===== config.mk =====
export PLATFORM = sky130hd
export DESIGN_NAME = autoranging_level_to_color
export DESIGN_NICKNAME = d
export VERILOG_FILES = /design/src/hw/rtl/alv_pkg.sv /design/src/hw/rtl/alv_div.sv /design/src/hw/rtl/autoranging_level_to_color.sv
export SDC_FILE = /design/constraint.sdc
export NUM_CORES = 1
export LEC_CHECK = 0
export BUFFER_PORTS_ARGS = -buffer_cell sky130_fd_sc_hd__buf_4
export CORE_ASPECT_RATIO = 0.9
export CORE_MARGIN = 8
export CORE_UTILIZATION = 40
export DETAILED_ROUTE_END_ITERATION = 8
export HOLD_SLACK_MARGIN = 0.03
export PLACE_DENSITY = 0.55
export SLEW_MARGIN = 20
export SYNTH_ARGS = -nofsm -noshare
export SYNTH_HDL_FRONTEND = slang
export SYNTH_SLANG_ARGS = --single-unit

===== constraint.sdc =====
create_clock -name clk -period 21.1 [get_ports clk]
set_clock_uncertainty 0.2 [all_clocks]
set_input_delay 0 -clock clk [delete_from_list [all_inputs] [get_ports clk]]
set_output_delay 0 -clock clk [all_outputs]
set_load 0.03 [all_outputs]

===== src/hw/rtl/alv_pkg.sv =====
package alv_pkg;

  // field widths
  localparam int unsigned SAMPLE_W = 12;
  localparam int unsigned COLOR_W  = 8;
  localparam int unsigned PIXEL_W  = 24;
  localparam int unsigned SUM_W    = 16;

  // block length and its counter
  localparam int unsigned SAMPLES  = 11;
  localparam int unsigned CNT_W    = $clog2(SAMPLES + 1);

  // reciprocal of SAMPLES for the block mean, exact for any block sum
  localparam int unsigned MEAN_SHIFT   = 20;
  localparam int unsigned MEAN_RECIP_W = MEAN_SHIFT + 1 - $clog2(SAMPLES);
  localparam int unsigned MEAN_PROD_W  = SUM_W + MEAN_RECIP_W;
  localparam logic [MEAN_RECIP_W-1:0] MEAN_RECIP =
    MEAN_RECIP_W'((2**MEAN_SHIFT + SAMPLES - 1) / SAMPLES);

  // calibration window and brightness reset values
  localparam logic [SAMPLE_W-1:0] WINDOW_LOW_RST  = 12'd2400;
  localparam logic [SAMPLE_W-1:0] WINDOW_HIGH_RST = 12'd3100;
  localparam logic [COLOR_W-1:0]  COLOR_LOW_RST   = 8'd5;
  localparam logic [COLOR_W-1:0]  COLOR_HIGH_RST  = 8'd60;

  // shared divider: 20-bit dividend, 12-bit divisor, one bit per step
  localparam int unsigned DIV_N_W  = SAMPLE_W + COLOR_W;
  localparam int unsigned DIV_D_W  = SAMPLE_W;
  localparam int unsigned DIV_CNT_W = $clog2(DIV_N_W);

  // stream widths, padded to whole bytes
  localparam int unsigned IN_DATA_W  = 16;
  localparam int unsigned OUT_DATA_W = 56;

  // configuration register indexes
  localparam int unsigned CFG_IDX_W = 1;
  localparam logic [CFG_IDX_W-1:0] CFG_COLOR_LOW  = 1'd0;
  localparam logic [CFG_IDX_W-1:0] CFG_COLOR_HIGH = 1'd1;

  // sequencer states
  typedef enum logic [3:0] {
    S_IDLE,
    S_MEAN,
    S_WIN,
    S_RMUL,
    S_RGO,
    S_RDIV,
    S_GMUL,
    S_GGO,
    S_GDIV,
    S_DONE
  } alv_state_t;

  // divider request
  typedef struct packed {
    logic                 start;
    logic [DIV_N_W-1:0]   dividend;
    logic [DIV_D_W-1:0]   divisor;
  } alv_div_req_t;

endpackage


===== src/hw/rtl/alv_div.sv =====
module alv_div
  import alv_pkg::*;
(
  input  logic               clk,
  input  logic               rst_n,
  input  alv_div_req_t       req,
  output logic               done,
  output logic [DIV_N_W-1:0] quotient
);

  logic                 busy_r, busy_nxt;
  logic                 done_r, done_nxt;
  logic [DIV_CNT_W-1:0] cnt_r, cnt_nxt;
  logic [DIV_D_W-1:0]   rem_r, rem_nxt;
  logic [DIV_N_W-1:0]   quo_r, quo_nxt;
  logic [DIV_D_W-1:0]   divisor_r, divisor_nxt;
  logic [DIV_D_W:0]     trial;
  logic [DIV_D_W:0]     diff;
  logic                 fits;

  // one restoring step: shift in the next dividend bit and try to subtract
  assign trial = {rem_r, quo_r[DIV_N_W-1]};
  assign diff  = trial - {1'b0, divisor_r};
  assign fits  = trial >= {1'b0, divisor_r};

  always_comb begin
    busy_nxt    = busy_r;
    done_nxt    = 1'b0;
    cnt_nxt     = cnt_r;
    rem_nxt     = rem_r;
    quo_nxt     = quo_r;
    divisor_nxt = divisor_r;
    if (req.start) begin
      busy_nxt    = 1'b1;
      cnt_nxt     = '0;
      rem_nxt     = '0;
      quo_nxt     = req.dividend;
      divisor_nxt = req.divisor;
    end else if (busy_r) begin
      rem_nxt = fits ? diff[DIV_D_W-1:0] : trial[DIV_D_W-1:0];
      quo_nxt = {quo_r[DIV_N_W-2:0], fits};
      cnt_nxt = cnt_r + 1'b1;
      if (cnt_r == DIV_CNT_W'(DIV_N_W - 1)) begin
        busy_nxt = 1'b0;
        done_nxt = 1'b1;
      end
    end
  end

  // control state
  always_ff @(posedge clk) begin
    if (!rst_n) begin
      busy_r <= 1'b0;
      done_r <= 1'b0;
      cnt_r  <= '0;
    end else begin
      busy_r <= busy_nxt;
      done_r <= done_nxt;
      cnt_r  <= cnt_nxt;
    end
  end

  // working registers
  always_ff @(posedge clk) begin
    rem_r     <= rem_nxt;
    quo_r     <= quo_nxt;
    divisor_r <= divisor_nxt;
  end

  assign done     = done_r;
  assign quotient = quo_r;

endmodule


===== src/hw/rtl/autoranging_level_to_color.sv =====
// Auto-ranging level to color converter.
// in_*: one 12-bit sample per request. Every SAMPLES-th sample closes a
// block; the block's truncated mean widens the calibration window if it lies
// outside it and is mapped to a red and a green brightness.
// out_*: one request per block carrying mean, red, green and the GRB pixel.
// cfg_*: write-only registers color_low (index 0) and color_high (index 1); the user
// must write them only while no block is in flight, which the block does not enforce.
// A sample that does not close a block is taken at once while the sequencer is idle.
// The closing sample starts the block's work: a reciprocal multiply for the mean,
// then two 20-step passes of the shared bit-serial divider (red, green) with their
// setup cycles; in_tready is low meanwhile. The result sits in an output register,
// so samples of the next block are taken while it waits for out_tready; a stalled
// receiver only holds the sequencer once the next block's result is ready.
// Reset (rst_n low, synchronous) clears the sum and count, sets the window
// to 2400..3100 and the brightness registers to 5 and 60.
module autoranging_level_to_color
  import alv_pkg::*;
(
  input  logic                  clk,
  input  logic                  rst_n,
  // input stream
  input  logic                  in_tvalid,
  output logic                  in_tready,
  input  logic [IN_DATA_W-1:0]  in_tdata,   // [11:0] sample
  // result stream
  output logic                  out_tvalid,
  input  logic                  out_tready,
  output logic [OUT_DATA_W-1:0] out_tdata,  // [11:0] mean_level, [19:12] red_level,
                                            // [27:20] green_level, [51:28] pixel_word
  // configuration
  input  logic                  cfg_we,
  input  logic [CFG_IDX_W-1:0]  cfg_index,
  input  logic [COLOR_W-1:0]    cfg_wdata
);

  alv_state_t state_r, state_nxt;

  logic [SUM_W-1:0]    sum_r;
  logic [CNT_W-1:0]    cnt_r;
  logic [SAMPLE_W-1:0] wl_r, wh_r;
  logic [COLOR_W-1:0]  cl_r, ch_r;
  logic [SAMPLE_W-1:0] mean_r;
  logic [SAMPLE_W-1:0] width_r;
  logic [DIV_N_W-1:0]  prod_r;
  logic [COLOR_W-1:0]  red_r, green_r;
  logic                out_valid_r;
  logic [OUT_DATA_W-1:0] out_data_r;

  logic                in_req;
  logic [SUM_W-1:0]    sum_add;
  logic [CNT_W-1:0]    cnt_inc;
  logic                last_sample;
  logic [MEAN_PROD_W-1:0] mean_prod;
  logic                span_neg;
  logic [COLOR_W-1:0]  span_mag;
  logic [SAMPLE_W-1:0] win_dist;
  logic [COLOR_W-1:0]  scaled;
  logic                load_out;
  alv_div_req_t        div_req;
  logic                div_done;
  logic [DIV_N_W-1:0]  div_quo;

  assign in_req      = in_tvalid && in_tready;
  assign sum_add     = sum_r + SUM_W'(in_tdata[SAMPLE_W-1:0]);
  assign cnt_inc     = cnt_r + 1'b1;
  assign last_sample = cnt_inc == CNT_W'(SAMPLES);

  // block mean by reciprocal multiply
  assign mean_prod = MEAN_PROD_W'(sum_r) * MEAN_PROD_W'(MEAN_RECIP);

  // signed color span as sign and magnitude
  assign span_neg = ch_r < cl_r;
  assign span_mag = span_neg ? cl_r - ch_r : ch_r - cl_r;

  // distance from the top for red, from the bottom for green
  assign win_dist = (state_r == S_RMUL) ? wh_r - mean_r : mean_r - wl_r;

  // quotient magnitude never exceeds the span, so eight bits suffice
  always_comb begin
    if (width_r == '0) begin
      scaled = cl_r;
    end else if (span_neg) begin
      scaled = cl_r - div_quo[COLOR_W-1:0];
    end else begin
      scaled = cl_r + div_quo[COLOR_W-1:0];
    end
  end

  // shared divider operands: product by window width
  assign div_req.start    = (state_r == S_RGO) || (state_r == S_GGO);
  assign div_req.dividend = prod_r;
  assign div_req.divisor  = width_r;

  alv_div u_div (
    .clk      (clk),
    .rst_n    (rst_n),
    .req      (div_req),
    .done     (div_done),
    .quotient (div_quo)
  );

  // sequencer
  always_comb begin
    state_nxt = state_r;
    in_tready = 1'b0;
    load_out  = 1'b0;
    case (state_r)
      S_IDLE: begin
        in_tready = 1'b1;
        if (in_tvalid && last_sample) begin
          state_nxt = S_MEAN;
        end
      end
      S_MEAN: state_nxt = S_WIN;
      S_WIN:  state_nxt = S_RMUL;
      S_RMUL: state_nxt = S_RGO;
      S_RGO:  state_nxt = S_RDIV;
      S_RDIV: if (div_done) state_nxt = S_GMUL;
      S_GMUL: state_nxt = S_GGO;
      S_GGO:  state_nxt = S_GDIV;
      S_GDIV: if (div_done) state_nxt = S_DONE;
      S_DONE: begin
        if (!out_valid_r || out_tready) begin
          load_out  = 1'b1;
          state_nxt = S_IDLE;
        end
      end
      default: state_nxt = S_IDLE;
    endcase
  end

  always_ff @(posedge clk) begin
    if (!rst_n) begin
      state_r <= S_IDLE;
    end else begin
      state_r <= state_nxt;
    end
  end

  // accumulator, window and brightness registers
  always_ff @(posedge clk) begin
    if (!rst_n) begin
      sum_r <= '0;
      cnt_r <= '0;
      wl_r  <= WINDOW_LOW_RST;
      wh_r  <= WINDOW_HIGH_RST;
      cl_r  <= COLOR_LOW_RST;
      ch_r  <= COLOR_HIGH_RST;
    end else begin
      if (in_req) begin
        sum_r <= sum_add;
        cnt_r <= last_sample ? '0 : cnt_inc;
      end
      if (state_r == S_MEAN) begin
        sum_r <= '0;
      end
      // widen the window to hold the new mean
      if (state_r == S_WIN) begin
        if (mean_r < wl_r) begin
          wl_r <= mean_r;
        end else if (mean_r > wh_r) begin
          wh_r <= mean_r;
        end
      end
      if (cfg_we) begin
        case (cfg_index)
          CFG_COLOR_LOW:  cl_r <= cfg_wdata;
          CFG_COLOR_HIGH: ch_r <= cfg_wdata;
          default: ;
        endcase
      end
    end
  end

  // datapath registers
  always_ff @(posedge clk) begin
    if (state_r == S_MEAN) begin
      mean_r <= mean_prod[MEAN_SHIFT +: SAMPLE_W];
    end
    if (state_r == S_RMUL || state_r == S_GMUL) begin
      prod_r <= DIV_N_W'(win_dist) * DIV_N_W'(span_mag);
    end
    if (state_r == S_RMUL) begin
      width_r <= wh_r - wl_r;
    end
    if (state_r == S_RDIV && div_done) begin
      red_r <= scaled;
    end
    if (state_r == S_GDIV && div_done) begin
      green_r <= scaled;
    end
  end

  // output register
  always_ff @(posedge clk) begin
    if (!rst_n) begin
      out_valid_r <= 1'b0;
    end else if (load_out) begin
      out_valid_r <= 1'b1;
    end else if (out_tready) begin
      out_valid_r <= 1'b0;
    end
  end

  always_ff @(posedge clk) begin
    if (load_out) begin
      out_data_r <= {4'd0, green_r, red_r, 8'd0, green_r, red_r, mean_r};
    end
  end

  assign out_tvalid = out_valid_r;
  assign out_tdata  = out_data_r;

endmodule


== Word level (Yosys, flattened, before mapping) ==
Index checks and enable logic that the tools add are counted.

* Bits in registers: 220
* Output and inout port bits: 58
* Word-level logic and storage cells: 98

* Add/subtract/negate cells: 11
* $mul: 2
* Magnitude comparators: 4
* Equality and inequality tests: 15
* Mux-type cells: 22
* Bitwise operators: 4
* Reductions and logical operators: 20

{| class="wikitable"
|+ Operators by type and width
! cell !! number
|-
| subtractor 12 bit || 4
|-
| two-way mux 20 bit || 2
|-
| one-hot mux 4 bit (10 select lines) || 1
|-
| multiplier 16 x 16 -> 31 bit (second input constant) || 1
|-
| two-way mux 12 bit || 2
|-
| two-way mux 8 bit || 3
|-
| subtractor 8 bit || 3
|-
| multiplier 12 x 8 -> 20 bit || 1
|-
| two-way mux 4 bit || 5
|-
| adder 16 x 12 -> 16 bit || 1
|-
| == test 4 x 3 -> 1 bit (second input constant) || 4
|-
| greater-or-equal comparator 13 x 12 -> 1 bit || 1
|-
| == test 4 bit (second input constant) || 3
|-
| > comparator 12 bit || 1
|-
| zero test 12 bit || 1
|-
| < comparator 12 bit || 1
|-
| two-way mux 1 bit || 9
|-
| adder 8 bit || 1
|-
| == test 4 x 2 -> 1 bit (second input constant) || 2
|-
| < comparator 8 bit || 1
|-
| AND reduction 2 bit || 3
|-
| adder 5 x 1 -> 5 bit (second input constant) || 1
|-
| == test 5 bit (second input constant) || 1
|-
| adder 4 x 1 -> 4 bit (second input constant) || 1
|-
| 13 further kinds || 25
|}

== Depth between registers and ports, before layout ==
Gate-level depths: netlist of run 1.

* Word-level depth: 5
* Mapped depth: 30
* Depth with buffers taken out: 28

== By module ==
A second synthesis of run 1 with hierarchy kept.

* Cells, all modules: 1942
* Area total of the unflattened synthesis: 19122.1 um2

{| class="wikitable"
|+ Modules (own cells, without submodules)
! module !! instances !! cells an instance !! area each (um2) !! sequential area each (um2)
|-
| autoranging_level_to_color || 1 || 1697 || 16395.7 || 3943.8
|-
| alv_div || 1 || 245 || 2726.4 || 1341.3
|}

== Worst setup path before layout of run 1 ==
No wires, ideal clock.

* Path type: reg2reg
* Start point: reg cl_r[1]
* End point: reg prod_r[19] (data pin)
* Data arrival time: 6301 ps
* Setup slack: 14431 ps
* Cell stages (with the launch flop): 27
* Buffers on the path: 1
* Period minus slack after synthesis: 6669 ps
* Cells stage by stage: dfxtp_1 > inv_1 > fa_1 > a21o_1 > a21oi_1 > o221ai_2 > a211o_1 > o22ai_1 > xnor2_1 > clkbuf_1 > or2_1 > fa_1 > fa_1 > inv_1 > fa_1 > inv_1 > fa_1 > inv_1 > ha_1 > o21a_1 > o31a_1 > o211ai_1 > a21oi_1 > nor3_1 > nor3_1 > o211a_1 > a211oi_1

* Longest elaborated chain between the ends: 3
* Elaborated cells between the ends (all ways): 5
* Classes of those cells: add/sub: 2; mul: 1; order compare: 1; mux: 1

{| class="wikitable"
|+ RTL lines
! element !! RTL line !! text
|-
| start: declaration || autoranging_level_to_color.sv:41 || <nowiki>logic [COLOR_W-1:0] cl_r, ch_r;</nowiki>
|-
| start signal: assignment || autoranging_level_to_color.sv:167 || <nowiki>CFG_COLOR_LOW: cl_r <= cfg_wdata;</nowiki>
|-
| subtractor 8 bit or < comparator 8 bit (tied branches) || autoranging_level_to_color.sv:73, autoranging_level_to_color.sv:72 ||
|-
| two-way mux 8 bit (*) || autoranging_level_to_color.sv:73 || <nowiki>assign span_mag = span_neg ? cl_r - ch_r : ch_r - cl_r;</nowiki>
|-
| multiplier 12 x 8 -> 20 bit (*) || autoranging_level_to_color.sv:181 || <nowiki>prod_r <= DIV_N_W'(win_dist) * DIV_N_W'(span_mag);</nowiki>
|-
| end signal: assignment || autoranging_level_to_color.sv:181 ||
|-
| end: declaration || autoranging_level_to_color.sv:44 || <nowiki>logic [DIV_N_W-1:0] prod_r;</nowiki>
|}

Every way passes the cells marked *; elsewhere a longest branch is shown, timed or not.
A chain may end at the register's enable or synchronous reset.

== Worst setup path after layout of run 1 ==
Same ends and word-level chain as after synthesis.

==> results of run 1 <==
==> state kept, by name (all words and copies together) (netlist names) <==
register,flops
out_tdata,28
prod_r,20
u_div.quotient,20
sum_r,16
mean_r,12
u_div.divisor_r,12
u_div.rem_r,12
wh_r,12
width_r,12
wl_r,12
ch_r,8
cl_r,8
green_r,8
red_r,8
u_div.cnt_r,5
cnt_r,4
state_r,4
out_tvalid,1
u_div.busy_r,1
u_div.done,1
==> worst min-delay path by stage <==
stage | cells past startpoint | endpoint | start | slack (ps)
2_1_floorplan | 2 | ch_r[2]$_SDFFE_PN1P_ | cfg_wdata[2] | -60
3_3_place_gp | 3 | ch_r[4]$_SDFFE_PN1P_ | cfg_wdata[4] | 50
3_5_place_dp | 3 | cl_r[2]$_SDFFE_PN1P_ | cfg_wdata[2] | 40
4_1_cts | 4 | cl_r[5]$_SDFFE_PN0P_ | cfg_wdata[5] | 30
5_1_grt | 4 | cl_r[5]$_SDFFE_PN0P_ | cfg_wdata[5] | 60
6_report | 4 | cl_r[5]$_SDFFE_PN0P_ | cfg_wdata[5] | 70
==> cell type report <==
type                    count  area share [%]
repair buffers            146            5.75
inverters                 318            5.53
clock inverters            10           0.481
flip-flops and latches    204            24.5
multi-input cells        1395            56.6
well taps                 624            3.62
clock buffers              36            3.52
==> cells in the mapped netlist, types with 17 or more instances <==
library cell	instances
nor2_1	154
nor3_1	44
mux2i_1	34
o211ai_1	17
xor2_1	30
a21boi_0	19
buf_4	28
o21a_1	19
a21oi_1	94
or2_2	20
o21ai_0	63
inv_1	318
edfxtp_1	120
nand2_1	163
nor2b_1	33
ha_1	264
fa_1	165
nand3_1	29
dfxtp_1	84
clkbuf_1	29
xnor2_1	68
==> cells by family after synthesis <==
family / after synthesis / share of synthesized area [%]
other cells: 1 / 0.0197
compound gates: 294 / 9.87
mux: 37 / 1.97
fa+ha+maj: 429 / 34.7
xor+xnor: 98 / 4.51
simple gates: 525 / 12.8
buf+inv: 386 / 8.35
flops: 204 / 27.8
==> per-layer routing <==
metal  part of all wire, %  wire length, um  vias up  global-route usage (%)
met4                   2.5             1050        0                    4.01
met1                    49            20800     6483                    21.8
met3                   3.8             1610       63                    2.04
li1                      -                -     6783                       -
met5                     0                0        -                       0
met2                    44            18800      205                    24.7
==> timing repair <==
action | CTS | global route
hold endpoints to repair | 70 | 0
resized for setup | 0 | 0
endpoints found under the setup margin | 0 | 0
hold buffers | 58 | 0
==> metrics by stage <==
| step | utilization, % | std cells | cell area, um2 | total power, mW | hold WS, ps |
|---|---|---|---|---|---|
| 6_report | 45.5 | 2733 | 21600 | 2.54 | 73.4 |
| 5_1_grt | 45.5 | 2733 | 21600 | 2.82 | 57.7 |
| 4_1_cts | 45.5 | 2733 | 21600 | 2.58 | 31.0 |
| 3_5_place_dp | 42.4 | 2629 | 20100 | 2.09 | 43.9 |
| 3_3_place_gp | 42.4 | 2629 | 20100 | 2.06 | 48.9 |
| 2_1_floorplan | - | 1985 | 19100 | 1.77 | -61.4 |
==> power breakdown <==
group | total [mW] | switching (mW) | internal, mW
logic | 1.58 | 0.873 | 0.704
clock network | 0.442 | 0.177 | 0.265
registers | 0.522 | 0.0249 | 0.497
total | 2.54 | 1.08 | 1.47
==> worst max-delay path, stage by stage, from the launching register on <==
cell,delay [ps]
dfxtp_1,500
inv_1,160
fa_1,460
a21o_1,190
a21oi_1,220
o221ai_2,370
o21ai_0,400
xor2_2,570
or2_2,240
fa_1,430
fa_1,540
inv_1,60
fa_1,530
inv_1,50
fa_1,530
inv_1,40
ha_1,340
o21a_1,140
o31a_1,130
o211ai_1,230
a21oi_1,130
nor3_1,330
nor3_1,140
o211a_1,240
a211oi_1,150
==> out/results.txt, run 1 <==
Crit path launch type -> flop
Final count of hold timing violations -> 0
Worst min-delay path category -> in2reg
CTS buffer count -> 25
Most frequent cells in the layout -> inv_1 (318), ha_1 (264), fa_1 (165)
Synthesis-to-finish area growth -> 13.5%
Share of cells above drive strength 1 -> 8.39%
Reg-to-Reg End -> prod_r[19]$_DFFE_PP_
Period minus WS final -> 7500 ps
RR Startpoint -> cl_r[1]$_SDFFE_PN0P_
Most common cell after layout, fill and taps aside -> inv_1
Clock sink count -> 204
F_max -> 0.133 GHz
# DRC -> 0
Distinct cells, synth -> 69
Post-CTS Setup Bufs -> 0
Die Height -> 223 um
WS Path Type -> reg2reg
Starting Density -> 40.1%
Largest net degree at the start of global routing -> 54
H-tree levels -> 1
Die Area -> 54800 um2
CP Capture Type -> flop
Routed via count -> 13500
Die X -> 246 um
Vias in the first global route -> 13800
Synth Instances -> 1974
Max_cap viols -> 0
Synth top area share -> 18.9%
Synth warnings -> 0
Final HPWL DP -> 33000 um
Avg Cell Area, Syn -> 9.64 um2
Congestion Overflow GR -> 0
Initial antenna violation count -> 0
IO Port Bufs -> 71
Status -> finished, final reports clean
Latest clock arrival within the worst-skew pair -> 570 ps
Setup TNS -> 0 ps
CORE AREA -> 47500 um2
DRT iter0 DRCs -> 557
CTS tree -> done
Post-synth EDFFs -> 120
R2r setup slk -> 13600 ps
Ant diodes -> 0
Endpoints failing setup -> 0
Site row count -> 76
CP Max Fanout -> 17
First-pass GRT wire length -> 70100 um
Routability congestion estimate -> 0.813
Post-synthesis async set-or-reset flop share -> 0%
CP startpoint -> cl_r[1]$_SDFFE_PN0P_
Via density -> 4.95
Drt total wl -> 42200 um
Worst-Margin Slew -> 999 ps
CP required -> 21300 ps
Seq/Total Area, Yosys -> 27.8%
Peak VDD IR -> 0.103 mV
Lkg Pwr -> 10.4 nW
IO Count -> 88
Reg2Reg Depth -> 24
Post-DR wirelength/cell -> 15.5 um
Synth Cell Area -> 19000 um2
Number of buffers on the longest clock path -> 3
Cell Pwr Density -> 118 nW/um2
Final nets -> 2549
Area contributors post-synth -> edfxtp_1 (19%), fa_1 (17%), ha_1 (17%)
DP Worst Slack -> 13350 ps
Critical Path End -> prod_r[19]$_DFFE_PP_
Post-route antenna net violation count -> 0
Clk slew on worst S/H paths -> 60 ps
Part of the cycle the worst path needs -> 35.5%
Final Max Slew Viols -> 0
FF+latch count, synth -> 204
Tot GR Track Use -> 15.4%
RSZ-0062 raised after global routing -> false
FILL cells -> 4489
Worst Path Arrival -> 7700 ps
Root buf cell -> clkbuf_16
Synth area leader -> edfxtp_1
Multi-input combinational cell area -> 12200 um2
Register area -> 5290 um2
Synth Flop Type -> edfxtp_1
Pre-antenna DRT Iters -> 5
Setup ws final -> 13600 ps
Slew margin rel. -> 33.4%
Power figures use the tool's default switching activity.
==> run 2, diff against run 1 <==
--- a/config.mk
+++ b/config.mk
@@ -11,7 +11,7 @@
 export CORE_UTILIZATION = 40
 export DETAILED_ROUTE_END_ITERATION = 8
 export HOLD_SLACK_MARGIN = 0.03
-export PLACE_DENSITY = 0.55
+export PLACE_DENSITY = 0.57
 export SLEW_MARGIN = 20
 export SYNTH_ARGS = -nofsm -noshare
 export SYNTH_HDL_FRONTEND = slang
==> constraint.sdc (replaced) <==
create_clock -name clk -period 6.2 [get_ports clk]
set_clock_uncertainty 0.2 [all_clocks]
set_input_delay 0 -clock clk [delete_from_list [all_inputs] [get_ports clk]]
set_output_delay 0 -clock clk [all_outputs]
set_load 0.03 [all_outputs]
==> run 2 against run 1 <==
- the run now ends with negative setup slack left
- setup slack got worse by 14000 ps
- largest power group unchanged
- global-route usage grew 1.6 points
- critical path depth up 4
- first-iteration DRC count up 29%
- sequential power rose to 3.3 times the previous value
==> out/results.txt, run 2 (synthesized netlist as in run 1, its figures left out) <==
Post-DR wirelength/cell -> 16.3 um (+5.2%)
Die Height -> 223 um (unchanged)
Slew margin rel. -> 42.4% (+8.9 points)
Vias in the first global route -> 14700 (+6.6%)
Final HPWL DP -> 36000 um (+9.3%)
Power Internal -> 6.19 mW (+320%)
Post-route antenna net violation count -> 0 (unchanged)
Ant diodes -> 0 (unchanged)
Post-Layout Cell Count -> 2941 (+7.6%)
Setup TNS -> -651 ps (-651 ps)
RSZ-0062 raised after global routing -> true
Sw Pwr -> 4.38 mW (+310%)
Clock sink count -> 204 (unchanged)
Routed via count -> 14700 (+8.8%)
H-tree levels -> 1 (unchanged)
IO Count -> 88 (unchanged)
Setup ws final -> -130 ps (-13730 ps)
Net Sw Frac -> 41.4% (-0.87 points)
Site row count -> 76 (unchanged)
WS Path Type -> reg2reg
# DRC -> 0 (unchanged)
Synthesis-to-finish area growth -> 24.2%
Root buf cell -> clkbuf_16
CP required -> 6300 ps (-15000 ps)
CP bufs+invs -> 7 (+3)
Latest clock arrival within the worst-skew pair -> 550 ps (-20 ps)
Placed cells -> 2765 (+5.2%)
Largest net degree at the start of global routing -> 54 (unchanged)
Max reg flops -> 28 (unchanged)
Endpoints failing setup -> 8 (+8)
F_max -> 0.158 GHz (+18%)
Combinational power share -> 69.5% (+7.4 points)
Clk slew on worst S/H paths -> 70 ps (about the same)
Clock power frac -> 14.1% (-3.3 points)
Cell Pwr Density -> 447 nW/um2 (+280%)
Congestion Overflow GR -> 0 (unchanged)
Failing checks -> negative setup slack
Max_cap viols -> 0 (unchanged)
Peak VDD IR -> 0.529 mV (+410%)
Part of the power in registers -> 16.5% (-4.0 points)
Crit path launch type -> flop
Routability congestion estimate -> 0.865 (+6.4%)
Pre-antenna DRT Iters -> 5 (unchanged)
IO Port Bufs -> 71 (unchanged)
Lkg Pwr -> 11.5 nW (+11%)
Via density -> 5.01 (+1.1%)
DP Worst Slack -> -367 ps (-13710 ps)
CP Capture Type -> flop
Power Total -> 10.6 mW (+320%)
Most common cell after layout, fill and taps aside -> inv_1
CTS buffer count -> 25 (unchanged)
Die Area -> 54800 um2 (unchanged)
Drt total wl -> 47800 um (+13%)
Hold Worst Slack -> 81.5 ps (+8.12 ps)
Most frequent cells in the layout -> inv_1 (311), buf_4 (277), ha_1 (252)
Status -> finished with violations
Share of cells above drive strength 1 -> 19.9% (+11 points)
Crit-path slowest cell -> fa_1
CP peak stage delay -> 570 ps (about the same)
CP Max Fanout -> 5 (-12)
Number of buffers on the longest clock path -> 3 (unchanged)
Worst Path Arrival -> 6430 ps (-1270 ps)
Worst min-delay path category -> in2reg
Delay-heaviest family, CP -> adder cells
Initial antenna violation count -> 0 (unchanged)
Tot GR Track Use -> 17.1% (+1.6 points)
Period minus WS final -> 6330 ps (-1170 ps)
Final Max Slew Viols -> 0 (unchanged)
Final count of hold timing violations -> 0 (unchanged)
Worst-Margin Slew -> 865 ps (-134 ps)
DRT iter0 DRCs -> 718 (+29%)
Part of the cycle the worst path needs -> 102% (+67 points)
Starting Density -> 40.1% (unchanged)
CTS tree -> done
Final nets -> 2757 (+8.2%)
Die X -> 246 um (unchanged)
CORE AREA -> 47500 um2 (unchanged)
First-pass GRT wire length -> 76600 um (+9.3%)
-- run 2: cell types whose count changed in the layout (fill, tap and decap cells not counted), moves of 7 or more --
cell / change
a21oi_1: -8
ha_4: +8
dlygate4sd3_1: -9
inv_1: -7
ha_1: -12
o21ai_1: +8
inv_2: +7
buf_4: +189
buf_6: +22
o21ai_0: -12
-- run 2: worst paths after layout --
kind | start | end | slack (ps) | depth (start not counted)
max | ch_r[0]$_SDFFE_PN0P_ | prod_r[17]$_DFFE_PP_ | -130 | 28
min | cfg_wdata[3] | cl_r[3]$_SDFFE_PN0P_ | 80 | 4
max reg2reg | ch_r[0]$_SDFFE_PN0P_ | prod_r[17]$_DFFE_PP_ | -130 | 28
min reg2reg | green_r[1]$_DFFE_PP_ | out_tdata[45]$_DFFE_PP_ | 220 | 0
-- run 2: metal layers --
metal	vias up	share of wire [%]	global-route usage [%]
met2	302	45	26.9
met4	0	1.8	3.80
met5	-	0	0
met1	7192	48	24.3
met3	51	5.0	2.92
li1	7183	-	-
-- run 2: cell type report --
| type | instances | area [um2] |
|---|---|---|
| Fill cell | 4376 | 23800 |
| Multi-Input combinational cell | 1396 | 12600 |
| Sequential cell | 204 | 5290 |
| Timing Repair Buffer | 353 | 2920 |
| Inverter | 318 | 1190 |
| Tap cell | 624 | 781 |
| Clock buffer | 29 | 661 |
| Clock inverter | 17 | 184 |
-- run 2: repair_timing --
action,4_1_cts,5_1_grt
hold buffers,49,0
buffers inserted,68,14
resized for setup,62,49
gates cloned,2,0
endpoints found under the hold margin,71,0
endpoints found under the setup margin,9,13
pin swaps,59,61
-- run 2: through the flow --
step	util [%]	cell area [um2]
finish	49.8	23600
global route	49.8	23600
CTS	49.2	23300
detailed placement	44.7	21200
global placement	44.7	21200
floorplan	-	19100
-- run 2: tightest hold or removal path: stages --
cell	delay, ps
dlygate4sd3_1	540
buf_4	140
nand2_1	40
a21boi_0	70
-- run 2: power groups by stage --
stage | logic [mW] | clock network, mW | registers (mW)
2_1_floorplan | 4.32 | 0 | 1.78
3_3_place_gp | 6.17 | 0 | 1.76
3_5_place_dp | 6.31 | 0 | 1.76
4_1_cts | 7.04 | 1.53 | 1.74
5_1_grt | 8.28 | 1.58 | 1.74
6_report | 7.34 | 1.49 | 1.74
